File: config.mk
export PLATFORM = sky130hd
export DESIGN_NAME = twvs_mul
export DESIGN_NICKNAME = d
export VERILOG_FILES = /design/src/sv/twvs_pkg.sv /design/src/sv/twvs_mul.sv
export SDC_FILE = /design/constraint.sdc
export NUM_CORES = 1
export LEC_CHECK = 0
export ABC_AREA = 1
export BUFFER_PORTS_ARGS = -buffer_cell sky130_fd_sc_hd__buf_2
export CAP_MARGIN = 20
export CORE_ASPECT_RATIO = 1.75
export CORE_MARGIN = 2
export CORE_UTILIZATION = 59
export CTS_CLUSTER_SIZE = 12
export DETAILED_ROUTE_END_ITERATION = 6
export GPL_ROUTABILITY_DRIVEN = 0
export PLACE_DENSITY = 0.8
export SETUP_SLACK_MARGIN = 0.2
export SKIP_CTS_REPAIR_TIMING = 1
export SLEW_MARGIN = 5
export SYNTH_ARGS = -nofsm -noshare
export SYNTH_HDL_FRONTEND = slang
export SYNTH_SLANG_ARGS = --single-unit
File: constraint.sdc
create_clock -name clk_i -period 6.07 [get_ports clk_i]
set_input_delay 1.214 -clock clk_i [delete_from_list [all_inputs] [get_ports clk_i]]
set_output_delay 1.214 -clock clk_i [all_outputs]
set_load 0.02 [all_outputs]
File: src/sv/twvs_pkg.sv
// Shared types and constants of the three-voice wavetable synthesizer.
`default_nettype none

package twvs_pkg;

  localparam int TABLE_DEPTH_DEF = 16384;
  localparam int VOICES_DEF      = 3;

  localparam int MODE_W   = 2;
  localparam int VOICE_W  = 2;
  localparam int STEP_W   = 14;
  localparam int RATE_W   = 8;
  localparam int VOL_W    = 15;
  localparam int ADDR_W   = 14;
  localparam int SAMPLE_W = 16;
  localparam int REG_W    = 16;
  localparam int DAC_W    = 12;
  localparam int CFG_IDX_W = 2;
  localparam int IN_DATA_W  = 72;
  localparam int OUT_DATA_W = 16;

  localparam int MUL_B_W = 17;
  localparam int PROD_W  = 32;
  localparam int TERM_W  = 22;

  localparam int UNITY_SHIFT = 10;
  localparam int UNITY_ROUND = 1023;
  localparam int GAIN_SHIFT  = 16;
  localparam int DAC_MID     = 2048;
  localparam int DAC_MAX     = 4095;

  localparam logic [REG_W-1:0] DECAY_PERIOD_RST = 16'd16;
  localparam logic [REG_W-1:0] CUTOFF_LEVEL_RST = 16'd0;
  localparam logic [REG_W-1:0] VOLUME_SCALE_RST = 16'd7282;

  typedef enum logic [MODE_W-1:0] {
    MODE_SAMPLE = 2'd0,
    MODE_DECAY  = 2'd1,
    MODE_STRIKE = 2'd2,
    MODE_WRITE  = 2'd3
  } mode_e;

  typedef enum logic [CFG_IDX_W-1:0] {
    CFG_DECAY_PERIOD = 2'd0,
    CFG_CUTOFF_LEVEL = 2'd1,
    CFG_VOLUME_SCALE = 2'd2
  } cfg_idx_e;

  typedef struct packed {
    logic [2:0]                 pad;
    logic signed [SAMPLE_W-1:0] table_value;
    logic [ADDR_W-1:0]          table_addr;
    logic [VOL_W-1:0]           strike_volume;
    logic [RATE_W-1:0]          fall_step;
    logic [STEP_W-1:0]          phase_step;
    logic [VOICE_W-1:0]         voice;
  } in_item_t;

  typedef struct packed {
    logic [2:0]       pad;
    logic             busy_res;
    logic [DAC_W-1:0] dac_value;
  } out_item_t;

endpackage

`default_nettype wire

File: src/sv/twvs_mul.sv
// Shared signed multiplier with a registered product.
`default_nettype none

module twvs_mul #(
  parameter int AW = 23,
  parameter int BW = twvs_pkg::MUL_B_W
) (
  input  wire logic                 clk_i,
  input  wire logic signed [AW-1:0] a_i,
  input  wire logic signed [BW-1:0] b_i,
  output logic signed [AW+BW-1:0]   p_o
);

  logic signed [AW+BW-1:0] p_q;

  always_ff @(posedge clk_i) begin
    p_q <= (AW+BW)'(a_i) * (AW+BW)'(b_i);
  end

  assign p_o = p_q;

endmodule

`default_nettype wire

# [Word-level counts from Yosys, hierarchy flattened]
# Index checks and enable logic that the tools add are counted.
# W data, S select, Z words.
[word_totals] output_inout_bits=40 inputBits=41 regBits=40 elab_cells=2
[op_classes] n_mul=1
[op_table] operator="$mul A23 B17 Y40" count=1

# [Logic depth before layout (Yosys ltp)]
# Gate-level depths: netlist of the first run.
[logic_depth] depth_word=1 depth_mapped=29 ltp_nobuf=27

# [Least setup slack after synthesis of the first run]
# OpenSTA, ideal clock, no wires.
[synth_timing] path_type="input to register" startpoint="in a_i[22]" endpoint="reg p_q[39] (netlist: p_o[39])" setup_slack_ps=-282 setup_time_ps=113 t_arrival_ps=6239 required_ps=5957 n_path_buf=2 path_stages=25 cell_sequence="clkbuf_1 -> clkbuf_1 -> nand2_1 -> fa_1 -> inv_1 -> fa_1 -> inv_1 -> fa_1 -> inv_1 -> fa_1 -> inv_1 -> fa_1 -> inv_1 -> fa_1 -> ha_1 -> nand2_1 -> nor2_1 -> nand2_1 -> nor2_1 -> nand2_1 -> nand2_1 -> nor2_1 -> nand3_1 -> nand2_1 -> nand2_1"
[synth_between] elab_chain_len=1
[synth_rtl] item="start: declaration" line_no="twvs_mul.sv:9" source="input wire logic signed [AW-1:0] a_i,"
[synth_rtl] item="$mul A23 B17 Y40" line_no="twvs_mul.sv:17" source="p_q <= (AW+BW)'(a_i) * (AW+BW)'(b_i);"
[synth_rtl] item="end signal: assignment" line_no="twvs_mul.sv:17"
[synth_rtl] item="end: declaration" line_no="twvs_mul.sv:14" source="logic signed [AW+BW-1:0] p_q;"
# No other way between the ends.

# [Worst setup path in the final report of the first run]
[layout_timing] startpoint="in a_i[9]" endpoint="reg p_q[33] (netlist: p_o[33])"
# The elaborated chain is that of the path after synthesis.

==> results by group, run 1 <==
Drt
  • Routed vias/inst: 5.678
  • Final antenna-violating net count: 0
  • Routed wl met2: 28270 µm
  • Routed wire length: 53320 µm
  • Remaining DRCs: 1
  • TritonRoute pass-1 iters: 7
  • Max Used Layer: met4
  • Wire length per cell: 20.11 µm
  • Vias: 15050
  • First DRT Iteration DRCs: 1250
  • M1 wire length: 15130 µm
  • Total length of routed met3 wires: 3597 µm

Global routing
  • Gr usage total: 32.78%
  • Initial antenna violation count: 0
  • Pin count of the biggest net entering global routing: 24
  • Total congestion overflow: 0
  • Vias in the first global route: 15500
  • Global-route wire length before repair: 72900 µm

Floorplanning
  • Site row count: 80
  • Chip Width: 128.9 µm
  • Die Area: 28670 µm²
  • Die Y: 222.5 µm
  • Core area: 27030 µm²
  • Io pins: 81
  • Initial Util: 59.55%

Synthesis
  • Yosys cell types: 33
  • Syn_nets: 2627
  • Async SR Flop Fraction: 0%
  • Mean Syn Cell Area: 7.653 µm²
  • Cells after Synth: 2103
  • Synth Register Bits: 40
  • EDFF count, synth: 0
  • Synthesis Warnings: 0
  • Register area share after synthesis: 4.976%
  • Post-Syn Area: 16090 µm²
  • Main synth FF type: dfxtp_1

Critical path
  • Slowest-stage cell, CP: fa_1
  • Crit path cell chain: buf_12 -> clkbuf_16 -> nand2_1 -> fa_1 -> inv_1 -> fa_1 -> inv_1 -> fa_1 -> inv_2 -> fa_2 -> fa_1 -> inv_1 -> fa_1 -> inv_2 -> ha_4 -> nand2_4 -> inv_2 -> nand2_4 -> nor3_4 -> nand2_2 -> nand2b_4 -> nand2_1 -> nand3_1 -> nand2_1
  • Crit path capture type: flip-flop
  • Arrival @ worst endpoint: 6470 ps
  • Crit-path max FO: 5
  • Required @ worst endpoint: 6260 ps
  • Worst Setup Start Kind: input pin
  • Most common cell on crit path: fa_1
  • Max stage delay on crit path: 560 ps
  • WS Path Type: input pin to flip-flop

STA
  • Crit path time final: 6283 ps
  • Hold Vio Cnt, Final: 0
  • Unrepaired setup endpoints after global routing: true
  • Slew headroom: 64.41%
  • Worst slew pin tran: 533.8 ps
  • Final worst-path cycle share: 103.5%
  • Fin worst setup slack: -212.5 ps
  • Max Slew Vio Count: 0
  • Finish-stage setup viols: 5
  • FMAX: 0.1592 GHz
  • Setup TNS Final: -392.3 ps

Finish
  • Most frequent cells in the layout: inv_1, nand2_1, fa_1, buf_4, ha_1
  • Max reg flops: 40
  • Area Growth Syn to Fin: 25.80%
  • Most common cell after layout, fill and taps aside: inv_1
  • Layout Nets: 2846
  • Layout cells sized above 1: 24.92%
  • Ant. Diodes: 0

Hold path
  • Hold EP: p_o[0]
  • Hold path start: a_i[0]
  • Hold/Removal Path Class: input pin to flip-flop
  • Hold path depth: 4

Clock network
  • Clock root buffer: clkbuf_16
  • CTS tree: yes
  • Num CTS Buffers: 5
  • Htree depth: 2
  • Clk buf depth: 2
  • CTS sink cnt: 40
  • CTS clk-pin slew, worst paths: 60 ps

Place
  • Port-buffer cells: 80
  • Hpwl dp: 39050 µm

Run status
  • Failing checks: DRC, setup timing
  • Outcome: finished with violations

Run
  • Max Cap Violations: 0
-- worst max-delay path by stage --
stage          cells after the start      end     from  slack, ps
5_1_grt                           23  p_o[33]   a_i[4]       -420
6_report                          24  p_o[33]   a_i[9]       -210
4_1_cts                           21  p_o[37]   b_i[8]        -90
2_1_floorplan                     24  p_o[39]  a_i[22]        130
3_3_place_gp                      23  p_o[39]  a_i[22]       -270
3_5_place_dp                      21  p_o[37]   b_i[8]       -380
-- area by class of cell --
cell class              count  area, µm²
multi-input cells        1310      13620
inverters                 673       2539
flip-flops and latches     40      800.8
well taps                 328      410.4
fillers                  1677       6780
clock buffers               6      138.9
clock inverters             2      15.01
repair buffers            292       2720
-- logic make-up after synthesis --
group	count (synthesis)	share of synthesized area [%]
adder cells (fa/ha/maj)	483	55.55
AO/OA/AOI/OAI	50	1.695
XOR/XNOR	24	1.306
flip-flops	40	4.976
AND/OR/NAND/NOR	753	18.91
buffers and inverters	753	17.56
-- critical path: cells and delay by family --
family                   cells  cell delay, ps
adder cells (fa/ha/maj)      7            3360
buffers and inverters        8             750
AND/OR/NAND/NOR              9            1100
-- cell usage after synthesis, types with 2 or more instances --
cell      number  area, µm²
a21oi_1       29      145.1
clkbuf_1      80      300.3
dfxtp_1       40      800.8
fa_1         386       7727
ha_1          97       1214
inv_1        672       2522
nand2_1      592       2222
nand2_2       12      75.07
nand3_1       34      170.2
nand3_2        3      30.03
nand4_1        8      50.05
nor2_1        74      277.8
nor2_2         9      56.30
nor2_4         3      33.78
nor3_1         2      10.01
nor3_2         2      20.02
o21a_1         2      15.01
o21ai_0       11      55.05
o21ai_1        3      15.01
o21bai_1       4      30.03
or2_2          6      37.54
xnor2_1        5      43.79
xor2_1        19      166.4
-- per-layer routing --
layer	vias up	GRT usage, %
li1	6244	-
met1	7366	31.70
met2	974	61.80
met3	468	2.721
met4	0	25.70
met5	-	0
-- through the flow --
step | util, % | hold slack (ps) | cell area, µm² | cells | worst slack [ps]
2_1_floorplan | - | 1431 | 16760 | 2103 | 128.9
3_3_place_gp | 68.28 | 1631 | 18450 | 2603 | -270.6
3_5_place_dp | 68.28 | 1629 | 18450 | 2603 | -382.0
4_1_cts | 68.85 | 1442 | 18610 | 2611 | -94.51
5_1_grt | 74.91 | 1473 | 20250 | 2651 | -415.6
6_report | 74.91 | 1467 | 20250 | 2651 | -212.5
Power of run 1 is left out: the tool's default activity adds up to more than one toggle a clock period on the data nets, which glitch-free logic cannot reach.
==> run 2, diff against run 1 <==
--- a/config.mk
+++ b/config.mk
@@ -10,11 +10,11 @@
 export CAP_MARGIN = 20
 export CORE_ASPECT_RATIO = 1.75
 export CORE_MARGIN = 2
-export CORE_UTILIZATION = 59
+export CORE_UTILIZATION = 65
 export CTS_CLUSTER_SIZE = 12
 export DETAILED_ROUTE_END_ITERATION = 6
 export GPL_ROUTABILITY_DRIVEN = 0
-export PLACE_DENSITY = 0.8
+export PLACE_DENSITY = 0.84
 export SETUP_SLACK_MARGIN = 0.2
 export SKIP_CTS_REPAIR_TIMING = 1
 export SLEW_MARGIN = 5
==> constraint.sdc (replaced) <==
create_clock -name clk_i -period 6.9 [get_ports clk_i]
set_input_delay 1.38 -clock clk_i [delete_from_list [all_inputs] [get_ports clk_i]]
set_output_delay 1.38 -clock clk_i [all_outputs]
set_load 0.02 [all_outputs]
==> results by group, run 2 (same netlist as run 1, synthesis figures left out) <==
Critical path
  • Max stage delay on crit path: 650 ps
  • Crit-path max FO: 12
  • Dominant delay contributor by cell family on the critical path: adder cells
  • Crit path capture type: flip-flop
  • Critical Path Start: a_i[22]
  • Crit path cell chain: buf_2 -> nand2_1 -> inv_1 -> fa_2 -> inv_1 -> fa_1 -> inv_1 -> fa_1 -> fa_1 -> fa_1 -> inv_1 -> fa_1 -> inv_1 -> ha_2 -> nand2_1 -> nor2_1 -> nand2_1 -> inv_1 -> nand3_1 -> nand4_1 -> nand2_1
  • WS Path Type: input pin to flip-flop
  • Required @ worst endpoint: 7040 ps
  • Levels on crit path: 21
  • Most common cell on crit path: inv_1
  • Crit path buf inv count: 7
  • Slowest-stage cell, CP: fa_2
  • Crit path capture: p_o[28]
  • Worst Setup Start Kind: input pin
  • Arrival @ worst endpoint: 6660 ps

Drt
  • Remaining DRCs: 0
  • Routed wire length: 42400 µm
  • Final antenna-violating net count: 0
  • Vias: 13210
  • First DRT Iteration DRCs: 779
  • Routed vias/inst: 5.381
  • TritonRoute pass-1 iters: 5
  • Wire length per cell: 17.27 µm

Clock network
  • Clk buf depth: 2
  • CTS sink cnt: 40
  • Htree depth: 2
  • CTS clk-pin slew, worst paths: 60 ps
  • Clock root buffer: clkbuf_16
  • CTS tree: yes
  • Num CTS Buffers: 5

Floorplanning
  • Chip Width: 123.0 µm
  • Die Y: 212.2 µm
  • Initial Util: 65.86%
  • Core area: 24440 µm²
  • Die Area: 26090 µm²
  • Site row count: 76
  • Io pins: 81

Finish
  • Layout cells sized above 1: 7.937%
  • Most frequent cells in the layout: inv_1, nand2_1, fa_1, ha_1, nor2_1
  • Area Growth Syn to Fin: 6.048%
  • Max reg flops: 40
  • Non-Filler Instances: 2455
  • Layout Nets: 2665
  • Sequential Area: 800.8 µm²
  • Fillers: 1827
  • Most common cell after layout, fill and taps aside: inv_1
  • Footprint of the multi-input gates: 12500 µm²

Hold path
  • Hold path start: b_i[0]
  • Hold/Removal Path Class: input pin to flip-flop
  • Hold path depth: 3

STA
  • Max Slew Vio Count: 0
  • Crit path time final: 6517 ps
  • Finish-stage setup viols: 0
  • FMAX: 0.1534 GHz
  • Final worst-path cycle share: 94.45%
  • Slew headroom: 46.76%
  • Setup TNS Final: 0 ps
  • Unrepaired setup endpoints after global routing: false
  • Worst slew pin tran: 796.3 ps
  • Hold Vio Cnt, Final: 0

Global routing
  • Gr usage total: 35.19%
  • Vias in the first global route: 14980
  • Pin count of the biggest net entering global routing: 24
  • Total congestion overflow: 0
  • Global-route wire length before repair: 69540 µm
  • Initial antenna violation count: 1

Run status
  • Outcome: complete, no violations

Place
  • Hpwl dp: 36790 µm
  • Placed Cells: 2443
  • Port-buffer cells: 80

Run
  • Max Cap Violations: 0
==> run 2: cell count changes in the layout (fill, tap and decap cells not counted), sizes merged <==
cell	before	now
inv	673	672
clkbuf	13	19
clkinvlp	2	1
buf	285	98
diode	0	1
bufinv	0	1
clkinv	0	1
==> run 2: final cells by class <==
type	count	share of cell area (%)
diodes	1	0.01466
clock buffers	6	0.8137
clock inverters	2	0.2273
inverters	673	14.82
multi-input cells	1310	73.21
flip-flops and latches	40	4.692
well taps	312	2.287
repair buffers	111	3.929
==> run 2: how the worst min path moves through the flow <==
stage	endpoint	slack, ps
after detailed placement	p_o[29]	1800
final	p_o[0]	1560
after CTS	p_o[0]	1560
after global placement	p_o[13]	1800
after floorplan	p_o[1]	1600
after global routing	p_o[0]	1590
==> run 2: routing by layer <==
layer / vias up / track usage, % / routed length (µm)
met4: 0 / 33.73 / 5137
met2: 630 / 64.03 / 22720
li1: 5861 / - / -
met1: 6418 / 32.59 / 12540
met5: - / 0 / 0
met3: 301 / 4.077 / 2008
==> run 2: per-stage QoR <==
| stage | worst slack [ps] | hold slack, ps | utilization, % | area, µm² |
|---|---|---|---|---|
| after global routing | 200.6 | 1586 | 69.84 | 17070 |
| after CTS | 286.7 | 1558 | 69.45 | 16970 |
| final | 382.9 | 1561 | 69.84 | 17070 |
| after detailed placement | -6.463 | 1796 | 68.72 | 16790 |
| after global placement | 169.7 | 1798 | 68.72 | 16790 |
| after floorplan | 382.3 | 1597 | - | 16090 |
Power of run 2 is left out for the same reason.
==> run 3, diff against run 2 <==
--- a/config.mk
+++ b/config.mk
@@ -15,6 +15,7 @@
 export DETAILED_ROUTE_END_ITERATION = 6
 export GPL_ROUTABILITY_DRIVEN = 0
 export PLACE_DENSITY = 0.84
+export RECOVER_POWER = 100
 export SETUP_SLACK_MARGIN = 0.2
 export SKIP_CTS_REPAIR_TIMING = 1
 export SLEW_MARGIN = 5
==> results by group, run 3 (same netlist as run 1, synthesis figures left out) <==
Drt
  • Final antenna-violating net count: 0
  • Vias: 13240
  • Routed vias/inst: 5.394
  • First DRT Iteration DRCs: 774
  • TritonRoute pass-1 iters: 6
  • Routed wire length: 42380 µm
  • Wire length per cell: 17.26 µm
  • Remaining DRCs: 0

Global routing
  • Vias in the first global route: 14980
  • Initial antenna violation count: 1
  • Total congestion overflow: 0
  • Pin count of the biggest net entering global routing: 24
  • Gr usage total: 35.19%
  • Global-route wire length before repair: 69540 µm

Clock network
  • Num CTS Buffers: 5
  • Clk buf depth: 2
  • CTS tree: yes
  • Clock root buffer: clkbuf_16
  • CTS sink cnt: 40
  • CTS clk-pin slew, worst paths: 70 ps
  • Htree depth: 2

Floorplanning
  • Core area: 24440 µm²
  • Site row count: 76
  • Io pins: 81
  • Die Y: 212.2 µm
  • Initial Util: 65.86%
  • Chip Width: 123.0 µm
  • Die Area: 26090 µm²

Finish
  • Most frequent cells in the layout: inv_1, nand2_1, fa_1, ha_1, nor2_1
  • Area Growth Syn to Fin: 5.473%
  • Final Util: 69.46%
  • Max reg flops: 40
  • Layout cells sized above 1: 5.602%
  • Non-Filler Instances: 2455
  • Layout Nets: 2665
  • Most common cell after layout, fill and taps aside: inv_1

Critical path
  • Critical Path Start: a_i[10]
  • Crit path cell chain: clkbuf_2 -> clkbuf_2 -> nand2_1 -> fa_1 -> inv_1 -> fa_1 -> fa_1 -> fa_1 -> fa_1 -> fa_1 -> ha_1 -> nand2_1 -> nor2_1 -> nand2_2 -> nor2_2 -> nand2_1 -> nand3_1 -> nand3_1 -> nand3_1 -> nand2_1
  • Slowest-stage cell, CP: fa_1
  • Max stage delay on crit path: 580 ps
  • Required @ worst endpoint: 7080 ps
  • Most common cell on crit path: fa_1
  • Worst Setup Start Kind: input pin
  • Crit-path max FO: 11
  • Arrival @ worst endpoint: 6770 ps
  • WS Path Type: input pin to flip-flop
  • Crit path capture type: flip-flop

Place
  • Setup WS pre-CTS: -6.463 ps
  • Port-buffer cells: 80
  • Hpwl dp: 36790 µm
  • Placed Cells: 2443

Run
  • Max Cap Violations: 0

Hold path
  • Hold/Removal Path Class: input pin to flip-flop
  • Hold path start: b_i[0]

STA
  • Crit path time final: 6584 ps
  • Worst slew pin tran: 877.4 ps
  • FMAX: 0.1519 GHz
  • Unrepaired setup endpoints after global routing: false
  • Final worst-path cycle share: 95.43%
  • Hold Vio Cnt, Final: 0
  • Fin worst setup slack: 315.7 ps
  • Max Slew Vio Count: 0
  • Setup TNS Final: 0 ps
  • Slew headroom: 41.50%
  • Finish-stage setup viols: 0

Run status
  • Outcome: complete, no violations
-- run 3: cell count changes in the layout (fill, tap and decap cells not counted), sizes merged --
cell / delta
clkbuf: +45
buf: -45
-- run 3: stage by stage --
step                      hold WS (ps)  cell area (µm²)
after CTS                         1558            16970
after floorplan                   1597            16090
after detailed placement          1796            16790
after global routing              1594            16980
after global placement            1798            16790
final                             1564            16980
-- run 3: worst paths after layout --
path / end / slack, ps / depth (start not counted)
worst min-delay path: p_o[0] / 1560 / 3
worst max-delay path: p_o[39] / 320 / 20
-- run 3: metal layers --
metal	track usage [%]	wire, µm	part of all wire [%]	up-vias
li1	-	-	-	5867
met1	32.59	12470	29	6455
met4	33.73	5144	12	0
met5	0	0	0	-
met2	64.03	22750	54	610
met3	4.077	2016	4.8	311
-- run 3: layout make-up --
type,instances,area [µm²]
clock inverter,2,38.79
antenna,1,2.502
sequential,40,800.8
inverter,673,2530
tap,312,390.4
multi-input combinational,1310,12470
fill,1864,7463
clock buffer,6,138.9
timing repair buffer,111,608.1
-- run 3: critical path: cells and delay by family --
kind | cells | cell delay [ps]
buffers and inverters | 3 | 640
AND/OR/NAND/NOR | 10 | 1220
adder cells (fa/ha/maj) | 7 | 3520
Power of run 3 is left out for the same reason.
